### src/hw/rtl/ssko_ram.sv
module ssko_ram #(
  parameter int WIDTH = 8,
  parameter int DEPTH = 2,
  localparam int AW = (DEPTH > 1) ? $clog2(DEPTH) : 1
) (
  input  logic             clk_i,
  input  logic             we_i,
  input  logic [AW-1:0]    waddr_i,
  input  logic [WIDTH-1:0] wdata_i,
  input  logic             re_i,
  input  logic [AW-1:0]    raddr_i,
  output logic [WIDTH-1:0] rdata_o
);

  logic [WIDTH-1:0] mem_q [DEPTH];
  logic [WIDTH-1:0] rdata_q;

  always_ff @(posedge clk_i) begin
    if (we_i) begin
      mem_q[waddr_i] <= wdata_i;
    end
    if (re_i) begin
      rdata_q <= mem_q[raddr_i];
    end
  end

  assign rdata_o = rdata_q;

endmodule

### config.mk
export PLATFORM = sky130hd
export DESIGN_NAME = ssko_ram
export DESIGN_NICKNAME = d
export VERILOG_FILES = /design/src/hw/rtl/ssko_ram.sv
export SDC_FILE = /design/constraint.sdc
export NUM_CORES = 1
export LEC_CHECK = 0
export ABC_AREA = 1
export BUFFER_PORTS_ARGS = -buffer_cell sky130_fd_sc_hd__buf_2
export CAP_MARGIN = 40
export CORE_MARGIN = 5
export CORE_UTILIZATION = 49
export DETAILED_ROUTE_END_ITERATION = 10
export GPL_ROUTABILITY_DRIVEN = 0
export PLACE_DENSITY = 0.71
export SLEW_MARGIN = 40
export SYNTH_ARGS = -nofsm -noshare
export SYNTH_HDL_FRONTEND = slang
export SYNTH_SLANG_ARGS = --single-unit
### constraint.sdc
create_clock -name clk_i -period 1.15 [get_ports clk_i]
set_input_delay 0.115 -clock clk_i [delete_from_list [all_inputs] [get_ports clk_i]]
set_output_delay 0.115 -clock clk_i [all_outputs]
set_load 0.005 [all_outputs]
# Word level (Yosys, flattened, before mapping)
# Memories as Yosys holds them, arrays and structs flattened. A register that Yosys moved wholly into a read port is not among the register bits.
# Cells that the tools add are included.
dict set report word_totals {
  n_memories 1
  output_inout_bits 8
  latch_bits 0
  ff_bits 0
  romBits 0
  inputBits 13
  mem_bits_rw 16
  elab_cells 3
}
dict set report classes {
  div 0
  reduce_logical 0
  addsub 0
  n_mul 0
  n_shift 0
  mux 2
  n_eq_ne 0
  magnitude_cmp 0
  bitwise_logic 0
}
# name depth word_bits rd rd_ports_with_merged_regs write_ports line_no
set memory_table {}
lappend memory_table {mem_q 2 8 1 1 1 15} ;# logic [WIDTH-1:0] mem_q [DEPTH];
# op n
set op_table {}
lappend op_table {{$mux W1} 2}

# Logic depth before layout (Yosys ltp)
dict set report logic_depth {
  word_depth 2
  mapped_depth 4
}

# Worst setup path after synthesis
# OpenSTA, ideal clock, no wires.
dict set report synth_timing {
  path_type {input port to flip-flop}
  startpoint {input we_i}
  endpoint {memory mem_q[0][0] (enable)}
  slack_ps 275
  arrival_time_ps 504
  required_ps 779
  path_buffers 0
  setup_ps 371
  path_stages 2
  path_cell_list {inv_1 -> nor2_1}
}
dict set report synth_between {
  elab_chain_cells 2
}
# item line_no
set synth_lines {}
lappend synth_lines {{from (decl)} 7} ;# input logic we_i,
lappend synth_lines {{$mux W1} 19} ;# if (we_i) begin
lappend synth_lines {{$mux W1 (implied by the code)} 20} ;# mem_q[waddr_i] <= wdata_i;
lappend synth_lines {{to (decl)} 15}
# Every way passes these cells.

# Worst setup path in the final report
dict set report layout_timing {
  startpoint {register rdata_q[1], in the netlist rdata_o[1] (read register of mem_q)}
  endpoint {output rdata_o[1]}
}
# item line_no
set layout_rtl {}
lappend layout_rtl {{from (decl)} 16} ;# logic [WIDTH-1:0] rdata_q;
lappend layout_rtl {{to (decl)} 12} ;# output logic [WIDTH-1:0] rdata_o
# No word-level cell between the ends.

==> reports/results.ini <==
[min_path]
hold_path_class=primary input to flip-flop

[floorplan]
die_height_um=51.4
die_area_um2=2640
design.core.area_um2=1670
die_w_um=51.4
start_util_pct=50.3
io_pins=21
row_count=15

[setup_path]
cp.arrival_ps=820
worstPathMaxFanout=1
critPathKind=flip-flop to output pin
end_kind=output pin
slowest_delay_ps=380
cp_slowest_cell=edfxtp_1
r2r_cells=2
required_ps=1030
path_buf_inv=1
reg2reg_to=rdata_o[7]$_DFFE_PP_
path_depth=1
worstSetupStartpointType=flip-flop
path_delay_family=flip-flops
cp-endpoint=rdata_o[1]
path_cells=buf_2
crit_path_start=rdata_o[1]$_DFFE_PP_
rr_startpoint=mem_q[1][7]$_DFFE_PP_
r2r_slack_ps=400

[sta]
rsz0062_at_grt=no
fmax_ghz=1.07
fin_tns_setup_ps=0
tightest_slew_ps=305
slew_headroom_pct=79.6
finalClockSkew_ps=4.04
setup_viol=0
hold_viol_final=0
slew_viol_final=0
timing.final.crit_period_ps=934
final.period_utilization_pct=81.2

[cts]
clkTransAtPathRegs_ps=120
cts_root_buf=clkbuf_4
clk_latency_ps=300
post_cts_buffers=0
cts_resized=0
cts_sinks=24
cts_tree=built
htreeDepth=1
numCtsBuffers=3
cts_buffer_depth=2
ctsHoldBuffers=8

[grt]
grt_first_pass_wirelength_um=2100
grt_pass1_vias=491
grt_overflow_total=0
antenna_found_initial=0
grt_max_degree=14
track_usage_pct=11.5

[yosys]
synth.avg_cell_area_um2=15.6
synth_top_area_cell=edfxtp_1
synth_nets=67
ys_warn_count=0
seq_area_frac_synth_pct=85.7
synth_most_common_cell=nand2_1
synth_area_leaders=edfxtp_1, nand2_1, buf_6
synth_cells=54
ys_types=6
synth-seq-cells=24
synth_commonest_cells=nand2_1, edfxtp_1, inv_1
synth_area_um2=841
synthArstFlopShare_pct=0
synth_edf_count=24
synth_top_cell_area_share_pct=85.7
synthFlopType=edfxtp_1

[place]
dp_cells=91
port_buffers=20
post-dp-hpwl_um=833

[run]
maxCapViolations=0

[finish]
fin_cells=103
nets=100
syn_to_final_growth_pct=26.6
antenna_cells=0
layout-drive-gt1-share_pct=29.1

[route]
num_vias=493
dr.pass1.iters=4
met3_length_um=64
wl_per_cell_um=11.4
wl_met2_um=658
drcViolationCount=0
wirelength_um=1170
wirelength_met1_um=428
top_layer=met4
detail-route-antenna-nets=0
vias_per_cell=4.79
drtIter0Drc=6

[power_and_ir_drop]
p_leak_uw=0.000455
ir_worst_vdd_mv=0.741
power.density_nw_per_um2=1420

[run_status]
outcome=finished, final reports clean

-- worst reg2reg max path, cell delays in order, from the launching register on --
cell and delay, ps:
edfxtp_1 390, nand2_1 80, nand2_1 50
-- sequential cells by signal, summed over array words and instances (netlist names) --
| signal | cells |
|---|---|
| rdata_o | 8 |
| mem_q | 16 |
-- area by class of cell --
cell class / count / area [um2]
inverter: 3 / 11.3
sequential: 24 / 721
clock buffer: 3 / 22.5
tap: 17 / 21.3
clock inverter: 1 / 3.75
timing repair buffer: 29 / 188
multi-input combinational: 26 / 97.6
fill: 122 / 606
-- stage by stage --
step	util, %	hold slack [ps]	power, uW	instance area [um2]	setup WS, ps
floorplan	-	214	1110	841	275
global placement	57.4	304	1160	958	355
finish	63.7	130	1510	1060	216
global route	63.7	124	1600	1060	152
detailed placement	57.4	307	1170	958	314
CTS	63.7	123	1530	1060	182
-- routing by layer --
layer | global-route usage [%] | up-vias
li1 | - | 248
met4 | 9.17 | 0
met2 | 19.3 | 14
met5 | 0 | -
met3 | 2.62 | 2
met1 | 12.3 | 229
-- worst min path at each step --
stage | cells past startpoint | end | from | slack, ps
2_1_floorplan | 0 | mem_q[0][0]$_DFFE_PP_ | wdata_i[0] | 210
3_3_place_gp | 1 | mem_q[0][4]$_DFFE_PP_ | wdata_i[4] | 300
3_5_place_dp | 1 | mem_q[1][5]$_DFFE_PP_ | wdata_i[5] | 310
4_1_cts | 1 | rdata_o[3]$_DFFE_PP_ | re_i | 120
5_1_grt | 1 | rdata_o[7]$_DFFE_PP_ | re_i | 120
6_report | 1 | rdata_o[3]$_DFFE_PP_ | re_i | 130
-- kinds of logic (layout without fill, tap and decap cells) --
family	count (synthesis)	in the layout	synth area share, %
buf+inv	4	36	2.68
flops	24	24	85.7
simple gates	26	26	11.6
-- layout by cell type, fill, tap and decap left out --
cell type	synthesis	routed
clkinv_1	0	1
nor2_1	1	1
dlygate4sd3_1	0	8
edfxtp_1	24	24
inv_1	2	2
inv_2	1	1
clkbuf_4	0	3
buf_2	0	20
buf_4	0	1
nand2_1	25	25
-- power breakdown --
part | switching [uW] | internal, uW
registers | 13.8 | 1030
logic | 58.6 | 59.3
clock network | 222 | 127
No activity file was read; power rests on OpenSTA's default activity.
