**config.mk**
```make
export PLATFORM = sky130hd
export DESIGN_NAME = ssko_lanes
export DESIGN_NICKNAME = d
export VERILOG_FILES = /design/src/hw/rtl/ssko_lanes.sv
export SDC_FILE = /design/constraint.sdc
export NUM_CORES = 2
export LEC_CHECK = 0
export ABC_AREA = 1
export BUFFER_PORTS_ARGS = -buffer_cell sky130_fd_sc_hd__buf_2
export CORE_MARGIN = 1
export CORE_UTILIZATION = 35
export CTS_CLUSTER_DIAMETER = 50
export DETAILED_ROUTE_END_ITERATION = 7
export PLACE_DENSITY_LB_ADDON = 0.25
export SLEW_MARGIN = 10
export SYNTH_ARGS = -nofsm -noshare
export SYNTH_HDL_FRONTEND = slang
export SYNTH_SLANG_ARGS = --single-unit
```
**constraint.sdc**
```tcl
create_clock -name clk_i -period 4.7 [get_ports clk_i]
set_clock_uncertainty 0.1 [all_clocks]
set_input_delay 0.47 -clock clk_i [delete_from_list [all_inputs] [get_ports clk_i]]
set_output_delay 0.47 -clock clk_i [all_outputs]
set_load 0.02 [all_outputs]
```
**src/hw/rtl/ssko_lanes.sv**
```systemverilog
// One lane per slowing bar: running highest high / lowest low over its window,
// fed by one history entry per cycle (newest first). A lane closes when the
// sweep passes the end of its window; its terms go into the sums next cycle.
module ssko_lanes #(
  parameter int PW     = 32,
  parameter int MAX_SL = 8,
  parameter int AW     = 6,
  parameter int KW     = 6,
  parameter int SLW    = 4,
  parameter int SW     = PW + 4
) (
  input  logic                 clk_i,
  input  logic                 rst_ni,
  input  logic                 clear_i,
  input  logic                 rd_vld_i,
  input  logic [AW-1:0]        rd_age_i,
  input  logic [PW-1:0]        rd_high_i,
  input  logic [PW-1:0]        rd_low_i,
  input  logic [PW-1:0]        rd_close_i,
  input  logic [KW-1:0]        kp_i,
  input  logic [SLW-1:0]       sl_i,
  output logic signed [SW-1:0] num_o,
  output logic signed [SW-1:0] den_o,
  output logic                 done_o
);

  localparam int LW = (MAX_SL > 1) ? $clog2(MAX_SL) : 1;

  logic [PW-1:0] hh_q [MAX_SL];
  logic [PW-1:0] ll_q [MAX_SL];
  logic [PW-1:0] cl_q [MAX_SL];

  logic                 fin_hit;
  logic [LW-1:0]        fin_idx_d;
  logic [LW-1:0]        fin_idx_q;
  logic                 fin_vld_q;
  logic                 done_q;
  logic signed [SW-1:0] num_q;
  logic signed [SW-1:0] den_q;
  logic signed [SW-1:0] num_term;
  logic signed [SW-1:0] den_term;

  always_ff @(posedge clk_i) begin
    if (rd_vld_i) begin
      for (int j = 0; j < MAX_SL; j++) begin
        if (int'(rd_age_i) == j) begin
          hh_q[j] <= rd_high_i;
          ll_q[j] <= rd_low_i;
          cl_q[j] <= rd_close_i;
        end else if (int'(rd_age_i) > j && int'(rd_age_i) < j + int'(kp_i)) begin
          if (rd_high_i > hh_q[j]) hh_q[j] <= rd_high_i;
          if (rd_low_i < ll_q[j]) ll_q[j] <= rd_low_i;
        end
      end
    end
  end

  // lane (age - kp + 1) sees its oldest bar in this cycle
  always_comb begin
    int fin_pos;
    fin_pos   = int'(rd_age_i) - int'(kp_i) + 1;
    fin_hit   = rd_vld_i && (fin_pos >= 0) && (fin_pos < int'(sl_i));
    fin_idx_d = LW'(fin_pos);
  end

  assign num_term = $signed(SW'(cl_q[fin_idx_q])) - $signed(SW'(ll_q[fin_idx_q]));
  assign den_term = $signed(SW'(hh_q[fin_idx_q])) - $signed(SW'(ll_q[fin_idx_q]));

  always_ff @(posedge clk_i or negedge rst_ni) begin
    if (!rst_ni) begin
      fin_vld_q <= 1'b0;
      fin_idx_q <= '0;
      done_q    <= 1'b0;
    end else begin
      fin_vld_q <= fin_hit & ~clear_i;
      fin_idx_q <= fin_idx_d;
      done_q    <= fin_vld_q && (int'(fin_idx_q) == int'(sl_i) - 1);
    end
  end

  always_ff @(posedge clk_i) begin
    if (clear_i) begin
      num_q <= '0;
      den_q <= '0;
    end else if (fin_vld_q) begin
      num_q <= num_q + num_term;
      den_q <= den_q + den_term;
    end
  end

  assign num_o  = num_q;
  assign den_o  = den_q;
  assign done_o = done_q;

endmodule

```
## Word level (Yosys, flattened, before mapping)

Memory sizes are Yosys's and may differ from the RTL's.
Index checks and enable logic that the tools add are counted.
W data, S select, Z words.

- Input bits: 116
- Memories: 3
- Register bits: 77
- Memory bits (writable): 768

Memories:

| memory | depth | width | rd ports | clocked after Yosys merged registers in | wr ports | line | RTL |
|---|---|---|---|---|---|---|---|
| cl_q | 8 | 32 | 1 | 0 | 1 | 31 | `logic [PW-1:0] cl_q [MAX_SL];` |
| hh_q | 8 | 32 | 9 | 0 | 8 | 29 | `logic [PW-1:0] hh_q [MAX_SL];` |
| ll_q | 8 | 32 | 9 | 0 | 8 | 30 | `logic [PW-1:0] ll_q [MAX_SL];` |

- $lt $le $gt $ge: 34
- Reduce and logical (&&, ||, !) cells: 19
- $add $sub $neg: 14
- Muxes and demuxes: 141
- Bitwise gates (word level): 18
- Equal/unequal tests: 8

Operators with widths:

| operator | number |
|---|---|
| $mux W32 | 23 |
| $gt A32 B32 Y1 | 8 |
| $lt A32 B32 Y1 | 8 |
| $reduce_or A32 Y1 | 7 |
| $mux W1 | 111 |
| $add A36 B33 Y36 | 2 |
| $sub A32 B32 Y33 | 2 |
| $lt A6 B7 Y1 | 7 |
| $add A3 B6 Y7 const A | 4 |
| $eq A6 B4 Y1 const B | 4 |
| $gt A6 B3 Y1 const B | 4 |
| $mux W3 | 7 |
| $or A1 B1 Y1 | 16 |
| $add A2 B6 Y7 const A | 2 |
| $eq A6 B3 Y1 const B | 2 |
| $gt A6 B1 Y1 const B | 2 |
| $gt A6 B2 Y1 const B | 2 |
| $logic_and A1 B1 Y1 | 11 |
| $add A7 B2 Y8 const B | 1 |
| $ge A8 B1 Y1 const B | 1 |
| $lt A8 B5 Y1 | 1 |
| $add A1 B6 Y7 const A | 1 |
| $sub A6 B6 Y7 | 1 |
| $eq A6 B2 Y1 const B | 1 |
| 6 further kinds | 6 |

## Longest topological paths before layout

- Depth after elaboration: 12
- Depth in mapped cells: 36
- Mapped depth without buffers: 34

## Worst setup path before layout

OpenSTA, ideal clock, no wires.

- Path kind: input to register
- From: input port rd_vld_i
- To: memory ll_q[7][0], enable pin
- Cell stages on the path: 6
- Slack: -142 ps
- Arrival time: 4352 ps
- Buffers on the path: 2
- Library setup time: 390 ps
- Cells stage by stage: buf_2 clkinv_1 buf_1 nor3_1 inv_1 nand2_1

RTL lines:

| item | line | RTL |
|---|---|---|
| start: declaration | 15 | `input logic rd_vld_i,` |
| end: declaration | 30 |  |

## Worst setup path in the final report

- From: register fin_idx_q[1]
- To: register num_q[29], in the netlist num_o[29]

- Cells in the longest elaborated chain, start to end: 3

RTL lines:

| item | line | RTL |
|---|---|---|
| start: declaration | 35 | `logic [LW-1:0] fin_idx_q;` |
| start signal: assignment | 76 | `fin_idx_q <= fin_idx_d;` |
| $mem_v2 Z8 W32 (on tied branches) | n/a |  |
| $sub A32 B32 Y33 (*) | 66 | `assign num_term = $signed(SW'(cl_q[fin_idx_q])) - $signed(SW'(ll_q[fin_idx_q]));` |
| $add A36 B33 Y36 (*) | 86 | `num_q <= num_q + num_term;` |
| end signal: assignment | 86 |  |
| end: declaration | 38 | `logic signed [SW-1:0] num_q;` |

Mark *: on every way between the ends. The rest lies on a longest branch, timed or not.
A chain may end at the register's enable or synchronous reset.

==> results.sh <==
export IMPL_clockBufferDepth=3
export IMPL_syn_area_mm2=0.0550
export IMPL_synth_edff_count=768
export IMPL_relSlewSlack_pct=4.54
export IMPL_ys_flop_type="edfxtp_1"
export IMPL_track_usage_pct=23.7
export IMPL_wl_um=193000
export IMPL_synth_nets=7020
export IMPL_drc=0
export IMPL_die_h_um=399
export IMPL_drtPass1Iterations=6
export IMPL_cts_root_buf="clkbuf_16"
export IMPL_vias_per_cell=5.16
export IMPL_grt_pass1_vias=45300
export IMPL_grt_antenna_before_repair=38
export IMPL_cts_sinks=845
export IMPL_fin_worst_hold_slack_ns=0.0504
export IMPL_cp_num_buf_inv=8
export IMPL_fin_nets=7900
export IMPL_path_class="register to register"
export IMPL_syn_inst=6207
export IMPL_layout_drive_gt1_share_pct=22.8
export IMPL_worstPathMaxFanout=47
export IMPL_core_area_mm2=0.156
export IMPL_rows=145
export IMPL_grt_ovfl_total=0
export IMPL_fin_ws_ns=-0.153
export IMPL_setup_viol=18
export IMPL_worst_path_largest_cell_delay_ns=0.50
export IMPL_status="complete, but fails checks"
export IMPL_insertion_delay_ns=0.77
export IMPL_die_area_mm2=0.159
export IMPL_fp_dieW_um=399
export IMPL_synth_top_area_cell="edfxtp_1"
export IMPL_cpMaxStageDelayCell="dfrtp_4"
export IMPL_p_leak_nw=31.9
export IMPL_report_final_slew_viol_count=0
export IMPL_yosysMostFrequentCell="inv_1"
export IMPL_cts_tree="done"
export IMPL_busiest_layer="met2"
export IMPL_cts_clk_slew_worst_paths_ns=0.05
export IMPL_synth_top_area_share_pct=41.9
export IMPL_grtUsageMet1_pct=34.4
export IMPL_p_per_area_mw_per_mm2=642
export IMPL_multiInputGateArea_mm2=0.0292
export IMPL_yosys_warnings=0
export IMPL_crit_required_ns=5.25
export IMPL_rsz0062_at_grt="true"
export IMPL_setup_worst_path_end_class="register"
export IMPL_ys_seq_area_share_pct=44.8
export IMPL_failed_checks="setup timing"
export IMPL_fillers=14900
export IMPL_vdd_ir_drop_max_v=0.000410
export IMPL_yosysUniqueCellTypes=59
export IMPL_ys_seq_elements=845
export IMPL_grt_max_degree=62
export IMPL_numCtsBuffers=116
export IMPL_start_kind="register"
export IMPL_final_area_mm2=0.0719
export IMPL_ant_nets=0
export IMPL_placed_area_mm2=0.0634
export IMPL_tightest_slew_ns=1.42
export IMPL_netlist_top_cells_count="inv_1 (909), nand2_1 (885), edfxtp_1 (768)"
export IMPL_hold_viol_final=0
export IMPL_synthArstFlopShare_pct=0.592
export IMPL_grt_pass1_wl_um=285000
export IMPL_syn_area_per_cell_um2=8.86
export IMPL_fmax_ghz=0.206
export IMPL_arrival_ns=5.41
export IMPL_ios=189
export IMPL_cpLargestDelayFamily="buffers and inverters"
export IMPL_io_buffers=188
export IMPL_fin_crit_ns=4.85
export IMPL_gr_usage_met2_pct=35.5
export IMPL_place_gp_congestion=0.919
export IMPL_regArea_mm2=0.0246
export IMPL_htreeDepth=3
export IMPL_initial_core_util_pct=35.2
export IMPL_via_count=47800
export IMPL_use_met3_pct=4.66
export IMPL_synth_area_leaders="edfxtp_1 (42%), ha_1 (16%), inv_1 (6.2%), nand2_1 (6.0%), a21oi_1 (5.7%)"
export IMPL_cap_violations=0
export IMPL_wl_per_cell_um=20.8
export IMPL_hpwlAfterDp_um=144000
export IMPL_post_route_period_util_pct=103
export IMPL_area_growth_pct=30.6
export IMPL_first_iter_violations=4109
export IMPL_hp_class="input port to register"
==> where the power goes <==
| part | internal [mW] | switching, mW | total, mW | leakage (nW) |
|---|---|---|---|---|
| combinational | 12.7 | 15.6 | 28.3 | 22.3 |
| sequential | 8.62 | 0.160 | 8.78 | 7.66 |
| clock | 5.43 | 3.68 | 9.12 | 1.94 |
| total | 26.7 | 19.4 | 46.2 | 31.9 |
==> final timing paths <==
kind | to | startpoint | slack, ns | cells past startpoint
hold / removal | ll_q[6][12] | rd_low_i[12] | 0.05 | 1
min in group asynchronous | fin_idx_q[1] | rst_ni | 0.58 | 3
setup / recovery | num_o[29] | fin_idx_q[1] | -0.15 | 29
hold reg to reg | den_o[35] | den_o[35] | 0.45 | 4
max in group asynchronous | fin_idx_q[0] | rst_ni | 2.51 | 4
setup reg to reg | num_o[29] | fin_idx_q[1] | -0.15 | 29
==> per-stage QoR <==
stage | utilization, % | TNS [ns] | setup slack [ns] | cells | total power, mW
final | 46.0 | -1.03 | -0.153 | 9252 | 46.2
after global routing | 46.0 | -10.33 | -0.408 | 9250 | 48.8
after CTS | 44.7 | -1.05 | -0.146 | 9216 | 43.0
after detailed placement | 40.6 | -10.63 | -0.424 | 8915 | 31.3
after global placement | 40.6 | -9.65 | -0.426 | 8915 | 31.2
after floorplan | - | -18.17 | -0.142 | 6207 | 19.6
==> registers in the layout (all words and copies together), names as in the netlist <==
register   flops
done_o         1
num_o         36
ll_q         256
fin_vld_q      1
cl_q         256
den_o         36
hh_q         256
fin_idx_q      3
==> layout make-up <==
cell class,instances,share of cell area (%)
well taps,2058,3.58
flip-flops and latches,845,34.3
inverters,924,4.88
repair buffers,938,11.0
multi-input cells,4262,40.6
clock inverters,84,1.36
clock buffers,135,4.24
diodes,6,0.0209
==> repair_timing <==
item / CTS / global route
gates resized for setup: 323 / 357
endpoints found under the hold margin: 430 / 0
setup buffers: 16 / 23
cloned: 5 / 8
pin swaps: 44 / 72
hold buffers: 61 / 0
endpoints found under the setup margin: 46 / 52
==> cells by family (layout without fill, tap and decap cells) <==
kind of cell / Yosys count / after routing / share of synthesized area, %
DFF: 845 / 845 / 44.8
and+or+nand+nor: 1957 / 1957 / 14.8
buffers and inverters: 1100 / 2081 / 7.74
other: 0 / 6 / 0
adders and majority gates: 697 / 697 / 15.9
AOI/OAI and AO/OA: 1493 / 1493 / 14.9
xor gates and xnor gates: 115 / 115 / 1.83
==> metal layers <==
layer | up-vias | share of wire (%) | wire [um]
li1 | 23300 | - | -
met1 | 22700 | 47 | 89600
met2 | 1458 | 43 | 82300
met3 | 287 | 7.7 | 14800
met4 | 38 | 3.0 | 5750
met5 | - | 0.11 | 216
==> worst reg2reg max path, delay by kind of cell (launching register included) <==
kind	cells	cell delay, ns
buf+inv	8	1.16
compound gates	7	1.16
simple gates	11	1.00
fa+ha+maj	2	0.59
flops	1	0.50
xor+xnor	1	0.24
==> cells in the final DEF, fill, tap and decap left out, drive strengths merged, types with 67 or more instances in the layout <==
cell type / netlist / final
ha: 692 / 692
buf: 74 / 865
edfxtp: 768 / 768
nand2: 908 / 908
dfxtp: 72 / 72
o21ai: 568 / 568
inv: 919 / 938
a21oi: 635 / 635
a31oi: 76 / 76
nand3: 230 / 230
clkbuf: 102 / 143
xor2: 86 / 86
nor2: 635 / 635
nand4: 67 / 67
No activity file was read; power rests on OpenSTA's default activity.
