**src/hw/rtl/ssko_pkg.sv**
```systemverilog
package ssko_pkg;

  // Stream field widths
  localparam int FIELD_W    = 32;
  localparam int IN_DATA_W  = 3 * FIELD_W;
  localparam int PCT_W      = 15;
  localparam int OUT_DATA_W = ((PCT_W + 7) / 8) * 8;

  // Configuration registers
  localparam int APB_ADDR_W = 3;
  localparam int APB_DATA_W = 32;
  localparam int KP_CFG_W   = 6;
  localparam int SL_CFG_W   = 4;
  localparam logic [KP_CFG_W-1:0] KP_RESET = 6'd5;
  localparam logic [SL_CFG_W-1:0] SL_RESET = 4'd3;
  // register select is paddr[2]
  localparam logic REG_K_PERIOD = 1'b0;
  localparam logic REG_SLOWING  = 1'b1;

  // Bar counter
  localparam int SEEN_W = 6;
  localparam logic [SEEN_W-1:0] SEEN_MAX = '1;

  // 100 percent with 8 fraction bits
  localparam logic [PCT_W-1:0] FULL_SCALE = 15'd25600;

  // Parameter defaults
  localparam int DEF_MAX_K_PERIOD = 32;
  localparam int DEF_MAX_SLOWING  = 8;
  localparam int DEF_PRICE_WIDTH  = 32;

  typedef enum logic [2:0] {
    ST_IDLE,
    ST_READ,
    ST_WAIT,
    ST_DIV,
    ST_OUT
  } state_e;

  typedef enum logic [1:0] {
    DIV_IDLE,
    DIV_MUL,
    DIV_RUN,
    DIV_DONE
  } div_state_e;

endpackage

```
**src/hw/rtl/ssko_div.sv**
```systemverilog
// floor(num * FULL_SCALE / den) for 0 < num < den, else pinned to 0 or FULL_SCALE: one
// constant multiply, then a restoring divider retiring one quotient bit per cycle.
module ssko_div #(
  parameter int SW = 36
) (
  input  logic                          clk_i,
  input  logic                          rst_ni,
  input  logic                          start_i,
  input  logic signed [SW-1:0]          num_i,
  input  logic signed [SW-1:0]          den_i,
  output logic                          done_o,
  output logic [ssko_pkg::PCT_W-1:0]    pk_o
);

  localparam int QW     = ssko_pkg::PCT_W;
  localparam int MW     = SW - 1;
  localparam int PROD_W = MW + QW;
  localparam int CW     = $clog2(QW);

  ssko_pkg::div_state_e st_q, st_d;

  logic [MW-1:0]     num_q, num_d;
  logic [MW-1:0]     den_q, den_d;
  logic [MW-1:0]     rem_q, rem_d;
  logic [QW-1:0]     sh_q, sh_d;
  logic [QW-1:0]     pk_q, pk_d;
  logic [CW-1:0]     cnt_q, cnt_d;
  logic [PROD_W-1:0] prod;
  logic [SW-1:0]     trial;
  logic [SW-1:0]     diff;
  logic              qbit;

  assign prod  = PROD_W'(num_q) * PROD_W'(ssko_pkg::FULL_SCALE);
  assign trial = {rem_q, sh_q[QW-1]};
  assign diff  = trial - SW'(den_q);
  assign qbit  = (trial >= SW'(den_q));

  always_comb begin
    st_d  = st_q;
    num_d = num_q;
    den_d = den_q;
    rem_d = rem_q;
    sh_d  = sh_q;
    pk_d  = pk_q;
    cnt_d = cnt_q;
    case (st_q)
      ssko_pkg::DIV_IDLE: begin
        if (start_i) begin
          if (den_i <= 0) begin
            pk_d = ssko_pkg::FULL_SCALE;
            st_d = ssko_pkg::DIV_DONE;
          end else if (num_i <= 0) begin
            pk_d = '0;
            st_d = ssko_pkg::DIV_DONE;
          end else if (num_i >= den_i) begin
            pk_d = ssko_pkg::FULL_SCALE;
            st_d = ssko_pkg::DIV_DONE;
          end else begin
            num_d = num_i[MW-1:0];
            den_d = den_i[MW-1:0];
            st_d  = ssko_pkg::DIV_MUL;
          end
        end
      end
      ssko_pkg::DIV_MUL: begin
        // upper part is below num, hence below den
        rem_d = prod[PROD_W-1:QW];
        sh_d  = prod[QW-1:0];
        cnt_d = '0;
        st_d  = ssko_pkg::DIV_RUN;
      end
      ssko_pkg::DIV_RUN: begin
        rem_d = qbit ? diff[MW-1:0] : trial[MW-1:0];
        sh_d  = {sh_q[QW-2:0], qbit};
        cnt_d = cnt_q + 1'b1;
        if (cnt_q == CW'(QW - 1)) begin
          pk_d = {sh_q[QW-2:0], qbit};
          st_d = ssko_pkg::DIV_DONE;
        end
      end
      ssko_pkg::DIV_DONE: begin
        st_d = ssko_pkg::DIV_IDLE;
      end
      default: st_d = ssko_pkg::DIV_IDLE;
    endcase
  end

  always_ff @(posedge clk_i or negedge rst_ni) begin
    if (!rst_ni) begin
      st_q  <= ssko_pkg::DIV_IDLE;
      cnt_q <= '0;
    end else begin
      st_q  <= st_d;
      cnt_q <= cnt_d;
    end
  end

  always_ff @(posedge clk_i) begin
    num_q <= num_d;
    den_q <= den_d;
    rem_q <= rem_d;
    sh_q  <= sh_d;
    pk_q  <= pk_d;
  end

  assign done_o = (st_q == ssko_pkg::DIV_DONE);
  assign pk_o   = pk_q;

`ifndef SYNTH
  a_rem_below_den: assert property (@(posedge clk_i) disable iff (!rst_ni)
    st_q == ssko_pkg::DIV_RUN |-> rem_q < den_q)
    else $error("divider remainder not below divisor");

  a_done_pulse: assert property (@(posedge clk_i) disable iff (!rst_ni)
    done_o |=> !done_o)
    else $error("divider done held longer than one cycle");

  a_start_idle: assert property (@(posedge clk_i) disable iff (!rst_ni)
    start_i |-> st_q == ssko_pkg::DIV_IDLE)
    else $error("divider started while busy");
`endif

endmodule

```
**config.mk**
```make
export PLATFORM = sky130hd
export DESIGN_NAME = ssko_div
export DESIGN_NICKNAME = d
export VERILOG_FILES = /design/src/hw/rtl/ssko_pkg.sv /design/src/hw/rtl/ssko_div.sv
export SDC_FILE = /design/constraint.sdc
export NUM_CORES = 1
export LEC_CHECK = 0
export BUFFER_PORTS_ARGS = -buffer_cell sky130_fd_sc_hd__clkbuf_2
export CAP_MARGIN = 20
export CELL_PAD_IN_SITES_DETAIL_PLACEMENT = 0
export CELL_PAD_IN_SITES_GLOBAL_PLACEMENT = 1
export CORE_MARGIN = 4
export CORE_UTILIZATION = 40
export CTS_CLUSTER_SIZE = 14
export DETAILED_ROUTE_END_ITERATION = 10
export GPL_TIMING_DRIVEN = 0
export PLACE_DENSITY = 0.69
export REMOVE_ABC_BUFFERS = 1
export SLEW_MARGIN = 20
export SYNTH_ARGS = -nofsm -noshare
export SYNTH_HDL_FRONTEND = slang
export SYNTH_SLANG_ARGS = --single-unit
```
**constraint.sdc**
```tcl
create_clock -name clk_i -period 5.1 [get_ports clk_i]
set_input_delay 0.255 -clock clk_i [delete_from_list [all_inputs] [get_ports clk_i]]
set_output_delay 0.255 -clock clk_i [all_outputs]
set_load 0.05 [all_outputs]
```
# Word-level counts from Yosys, hierarchy flattened
# Cells that the tools add are included.
dict set report totals {
  regBits 141
  inputBits 75
  output_inout_bits 16
  elab_cells 46
}
dict set report op_classes {
  n_addsub 2
  multipliers 1
  magnitude_cmp 4
  n_eq_ne 7
  n_mux 16
  bitwise_logic 3
  reduce_logical 6
}
# cell count
set op_table {}
lappend op_table {{$mux 15} 5}
lappend op_table {{$le 36x1->1 const B} 2}
lappend op_table {{$pmux 35 s2} 1}
lappend op_table {{$pmux 15 s2} 2}
lappend op_table {{$mul 35x5->40 const B} 1}
lappend op_table {{$ge 36x35->1} 1}
lappend op_table {{$ge 36x36->1} 1}
lappend op_table {{$mux 35} 1}
lappend op_table {{$sub 35x35->35} 1}
lappend op_table {{$mux 2} 5}
lappend op_table {{$pmux 2 s4} 1}
lappend op_table {{$pmux 4 s2} 1}
lappend op_table {{$reduce_and 5->1} 1}
lappend op_table {{$add 4x1->4 const B} 1}
lappend op_table {{$eq 2x2->1 const B} 2}
lappend op_table {{$eq 4x4->1 const B} 1}
lappend op_table {{$ne 2x2->1 const B} 2}
lappend op_table {{$ne 4x4->1 const B} 1}
lappend op_table {{$reduce_and 4->1} 1}
lappend op_table {{$reduce_bool 2->1} 2}
lappend op_table {{$not 1->1} 3}
lappend op_table {{$eq 2x1->1 const B} 1}
lappend op_table {{$logic_not 2->1} 1}
lappend op_table {{$reduce_and 2->1} 1}

# Longest topological paths before layout
dict set report depth {
  ltp_word 6
  mapped_depth 16
  depth_no_buf 15
}

# Worst setup path before layout
# OpenSTA, ideal clock, no wires.
dict set report synth_path {
  kind {input port to flip-flop}
  startpoint {input den_i[15]}
  endpoint {register den_q[0] (enable)}
  arrival_ps 4817
  path_slack_ps -215
  stages 10
  path_buffers 0
  cell_sequence {inv_1 > ha_1 > nand3_1 > or3_1 > or3_1 > o221ai_1 > o21bai_1 > a21oi_1 > o21ai_1 > nor2_1}
}
dict set report synth_via {
  elab_chain_cells 3
  elab_cells_between_ends 5
}
# item line
set synth_lines {}
lappend synth_lines {{from (decl)} ssko_div.sv:10} ;# input logic signed [SW-1:0] den_i,
lappend synth_lines {{$ge 36x36->1 / $le 36x1->1 (equally long branches)} {ssko_div.sv:55, ssko_div.sv:49}}
lappend synth_lines {{$not 1->1 (no source line)} n/a}
lappend synth_lines {{$reduce_and 5->1 (no source line) (*)} n/a}
lappend synth_lines {{to (signal assigned)} ssko_div.sv:100} ;# den_q <= den_d;
lappend synth_lines {{to (decl)} ssko_div.sv:23} ;# logic [MW-1:0] den_q, den_d;
# Mark *: on every way between the ends. The rest lies on a longest branch, timed or not.
# A chain may end at the register's enable or synchronous reset.

# Worst setup path after layout
dict set report layout_path {
  startpoint {register num_q[6]}
  endpoint {register rem_q[30], data pin}
}
dict set report layout_via {
  elab_chain_cells 2
}
# item line
set layout_lines {}
lappend layout_lines {{from (decl)} ssko_div.sv:22} ;# logic [MW-1:0] num_q, num_d;
lappend layout_lines {{from (signal assigned)} ssko_div.sv:99} ;# num_q <= num_d;
lappend layout_lines {{$mul 35x5->40} ssko_div.sv:33} ;# assign prod = PROD_W'(num_q) * PROD_W'(ssko_pkg::FULL_SCALE);
lappend layout_lines {{$pmux 35 s2} ssko_div.sv:46} ;# case (st_q)
lappend layout_lines {{via rem_d[30]} ssko_div.sv:24} ;# logic [MW-1:0] rem_q, rem_d;
lappend layout_lines {{to (signal assigned)} ssko_div.sv:101} ;# rem_q <= rem_d;
lappend layout_lines {{to (decl)} ssko_div.sv:24}
# The timed path passes the listed nets, and every way through them passes these cells.

==> impl_metrics.tcl <==
set metrics [dict create \
    drt-pass1-iter-count 5 \
    tritoncts "built" \
    ctsRootBufferMaster "clkbuf_16" \
    clk_pin_slew_ns 0.06 \
    r2r-start "num_q[6]" \
    p_int_w 0.003869 \
    synth_top_family_by_area "adder cells" \
    grt_setup_unrepaired "false" \
    layout.nets 1660 \
    grt_use_total_pct 19.44 \
    syn_area_sq_mm 0.01223 \
    drive_above_1_share_pct 11.65 \
    wirelength_microns 31960 \
    yosysSeqAreaShare_pct 34.36 \
    postSynthCellCount 1279 \
    timing.final.hold_violations 0 \
    ir_drop_uv 485.6 \
    dieArea_sq_mm 0.03345 \
    clockBufferDepth 2 \
    cp-end-kind "flip-flop" \
    antenna_left 0 \
    synth-compound-area-share_pct 16.40 \
    yosys.area_share.adder_pct 23.99 \
    clock_latency_ns 0.43 \
    first_global_vias 9353 \
    synth-seq-cells 141 \
    tightest_slew_ns 0.8570 \
    multi_input_area_sq_mm 0.007062 \
    cp-startpoint "num_q[6]" \
    first_iter_violations 599 \
    grt_antenna_before_repair 0 \
    vias_per_cell 5.204 \
    num_antenna_cells 0 \
    die_y_microns 182.9 \
    synth_enable_flop_cells 135 \
    outcome "complete, no violations" \
    max_freq_ghz 0.2193 \
    regArea_sq_mm 0.004204 \
    worstPathMaxFanout 4 \
    rrSetupSlack_ns 0.54 \
    cts.sinks 141 \
    gp_congestion 0.8397 \
    syn_to_final_growth_pct 13.36 \
    pwr-share-seq_pct 29.0 \
    fin_crit_ns 4.559 \
    yosys_most_used_dff "edfxtp_1" \
    htree_levels 4 \
    min_to "num_q[9]" \
    critPathRequiredTime_ns 5.27 \
    min-delay-start "num_i[9]" \
    grt_max_degree 50 \
    combPwrFrac_pct 51.2 \
    synth.distinct_cells 71 \
    grt_pass1_wl_microns 50980 \
    p_sw_w 0.002800 \
    yosys_warnings 0 \
    relSlewSlack_pct 42.81 \
    pwr-share-clk_pct 19.8 \
    cts_made_buffers 17 \
    maxSlewViolCount 0 \
    synth_area_per_cell_sq_um 9.565 \
    cts_resized 0 \
    setup-tns-final_ns 0 \
    hold_path_depth 1 \
    min_period_over_period_pct 89.40 \
    wl_per_cell_microns 18.03 \
    critPathArrivalTime_ns 4.73 \
    die_w_microns 182.9 \
    grt_overflow 0 \
    pin_count 91 \
    synth_mux_area_share_pct 1.780 \
    critPathLaunchType "flip-flop" \
    vias 9221 \
    drc 0 \
    hold_class "primary input to flip-flop" \
    p_sw_share_pct 41.98 \
    synth-simple-area-share_pct 11.10 \
    max_cap_violations 0 \
    core-area_sq_mm 0.02987 \
    synth_xor_area_share_pct 4.081 \
    setup_viol 0 \
    n_fill_cell 2912 \
    hold_ws_ns 0.04719 \
    p_leak_nw 6.589 \
    async_reset_ff_share_pct 4.255 \
    hpwl_microns 26150 \
    rows 63 \
    p_per_area_mw_per_mm2 480.9 \
    r2r-end "rem_q[30]" \
    reg2reg_depth 15 \
    io_buffer_count 90 \
    start_util_pct 40.95 \
    critical_path_class "flip-flop to flip-flop" \
    finClkSkew_ns 0.006310 \
]
-- critical path, cell delays in order, from the launching register on --
cell and delay, ns:
edfxtp_1 0.48, ha_1 0.34, ha_1 0.27, inv_1 0.05, fa_1 0.51, inv_1 0.04, ha_1 0.29, o21ai_0 0.23
nor2b_1 0.23, nor3_1 0.48, o2111ai_1 0.25, a31oi_1 0.45, a31o_2 0.29, a21boi_1 0.09, xor2_1 0.20, o21ai_0 0.10
-- Yosys cell counts (all sizes together), types with 24 or more instances --
cell type	count	area, sq um
xor2	24	210.2
nand2	64	240.2
a21oi	107	539.3
edfxtp	135	4054
nor2	80	302.8
o21ai	55	279.0
ha	185	2315
xnor2	33	289.0
a21o	45	337.8
fa	31	620.6
inv	230	863.3
-- cells in the final DEF (no fill, tap or decap), types with 24 or more instances in the layout --
cell type  instances
a21o_1            45
a21oi_1          106
clkbuf_2          90
edfxtp_1         135
fa_1              31
ha_1             183
inv_1            230
nand2_1           64
nor2_1            78
o21ai_0           52
xnor2_1           33
xor2_1            24
-- per-stage QoR --
stage	instances	utilization, %	power [W]	area, sq um	worst slack, ns
after floorplan	1249	-	0.004382	12080	-0.2154
after global routing	1772	46.42	0.007177	13870	0.2989
after detailed placement	1739	44.33	0.005370	13240	0.5450
after CTS	1772	46.42	0.006724	13870	0.5222
final	1772	46.42	0.006669	13870	0.5405
after global placement	1729	43.59	0.005232	13020	-2.585
-- sequential cells by signal (all words and copies together) (netlist names) --
name,flops
cnt_q,4
den_q,35
num_q,35
pk_o,15
rem_q,35
sh_q,15
st_q,2
-- kinds of logic (layout without fill, tap and decap cells) --
family / Yosys count / in the layout
compound gates: 307 / 307
xor+xnor: 57 / 57
fa+ha+maj: 216 / 216
buf+inv: 260 / 363
flops: 141 / 141
mux: 21 / 21
simple gates: 277 / 277
-- layout make-up --
cell class | count | area share [%]
Tap cell | 390 | 3.519
Clock inverter | 12 | 1.146
Multi-Input combinational cell | 878 | 50.92
Inverter | 230 | 6.225
Sequential cell | 141 | 30.31
Timing Repair Buffer | 101 | 4.583
Clock buffer | 20 | 3.293
-- per-layer routing --
metal,global-route usage [%],wire length [microns],vias to the layer above
li1,-,-,4689
met1,27.76,15580,4326
met2,30.76,14480,175
met3,3.590,1338,31
met4,4.797,560,0
met5,0,0,-
-- worst max-delay path by stage --
| stage | to | slack [ns] | cells past startpoint |
|---|---|---|---|
| 2_1_floorplan | den_q[0] | -0.22 | 10 |
| 3_3_place_gp | den_q[11] | -2.59 | 11 |
| 3_5_place_dp | rem_q[30] | 0.54 | 15 |
| 4_1_cts | rem_q[30] | 0.52 | 15 |
| 5_1_grt | rem_q[30] | 0.30 | 13 |
| 6_report | rem_q[30] | 0.54 | 15 |
-- what timing repair did --
item                                   CTS  global route
endpoints found under the hold margin    6             0
hold buffers                             1             0
setup endpoints to repair                0             0
buffers inserted                         0             0
-- power groups by stage --
stage | clock network [W] | registers (W) | logic, W
floorplan | 0 | 0.00216 | 0.00222
global placement | 0 | 0.00198 | 0.00325
detailed placement | 0 | 0.00196 | 0.00341
CTS | 0.00135 | 0.00193 | 0.00344
global route | 0.00141 | 0.00197 | 0.00381
finish | 0.00132 | 0.00193 | 0.00341
(Power assumes the default switching activity.)
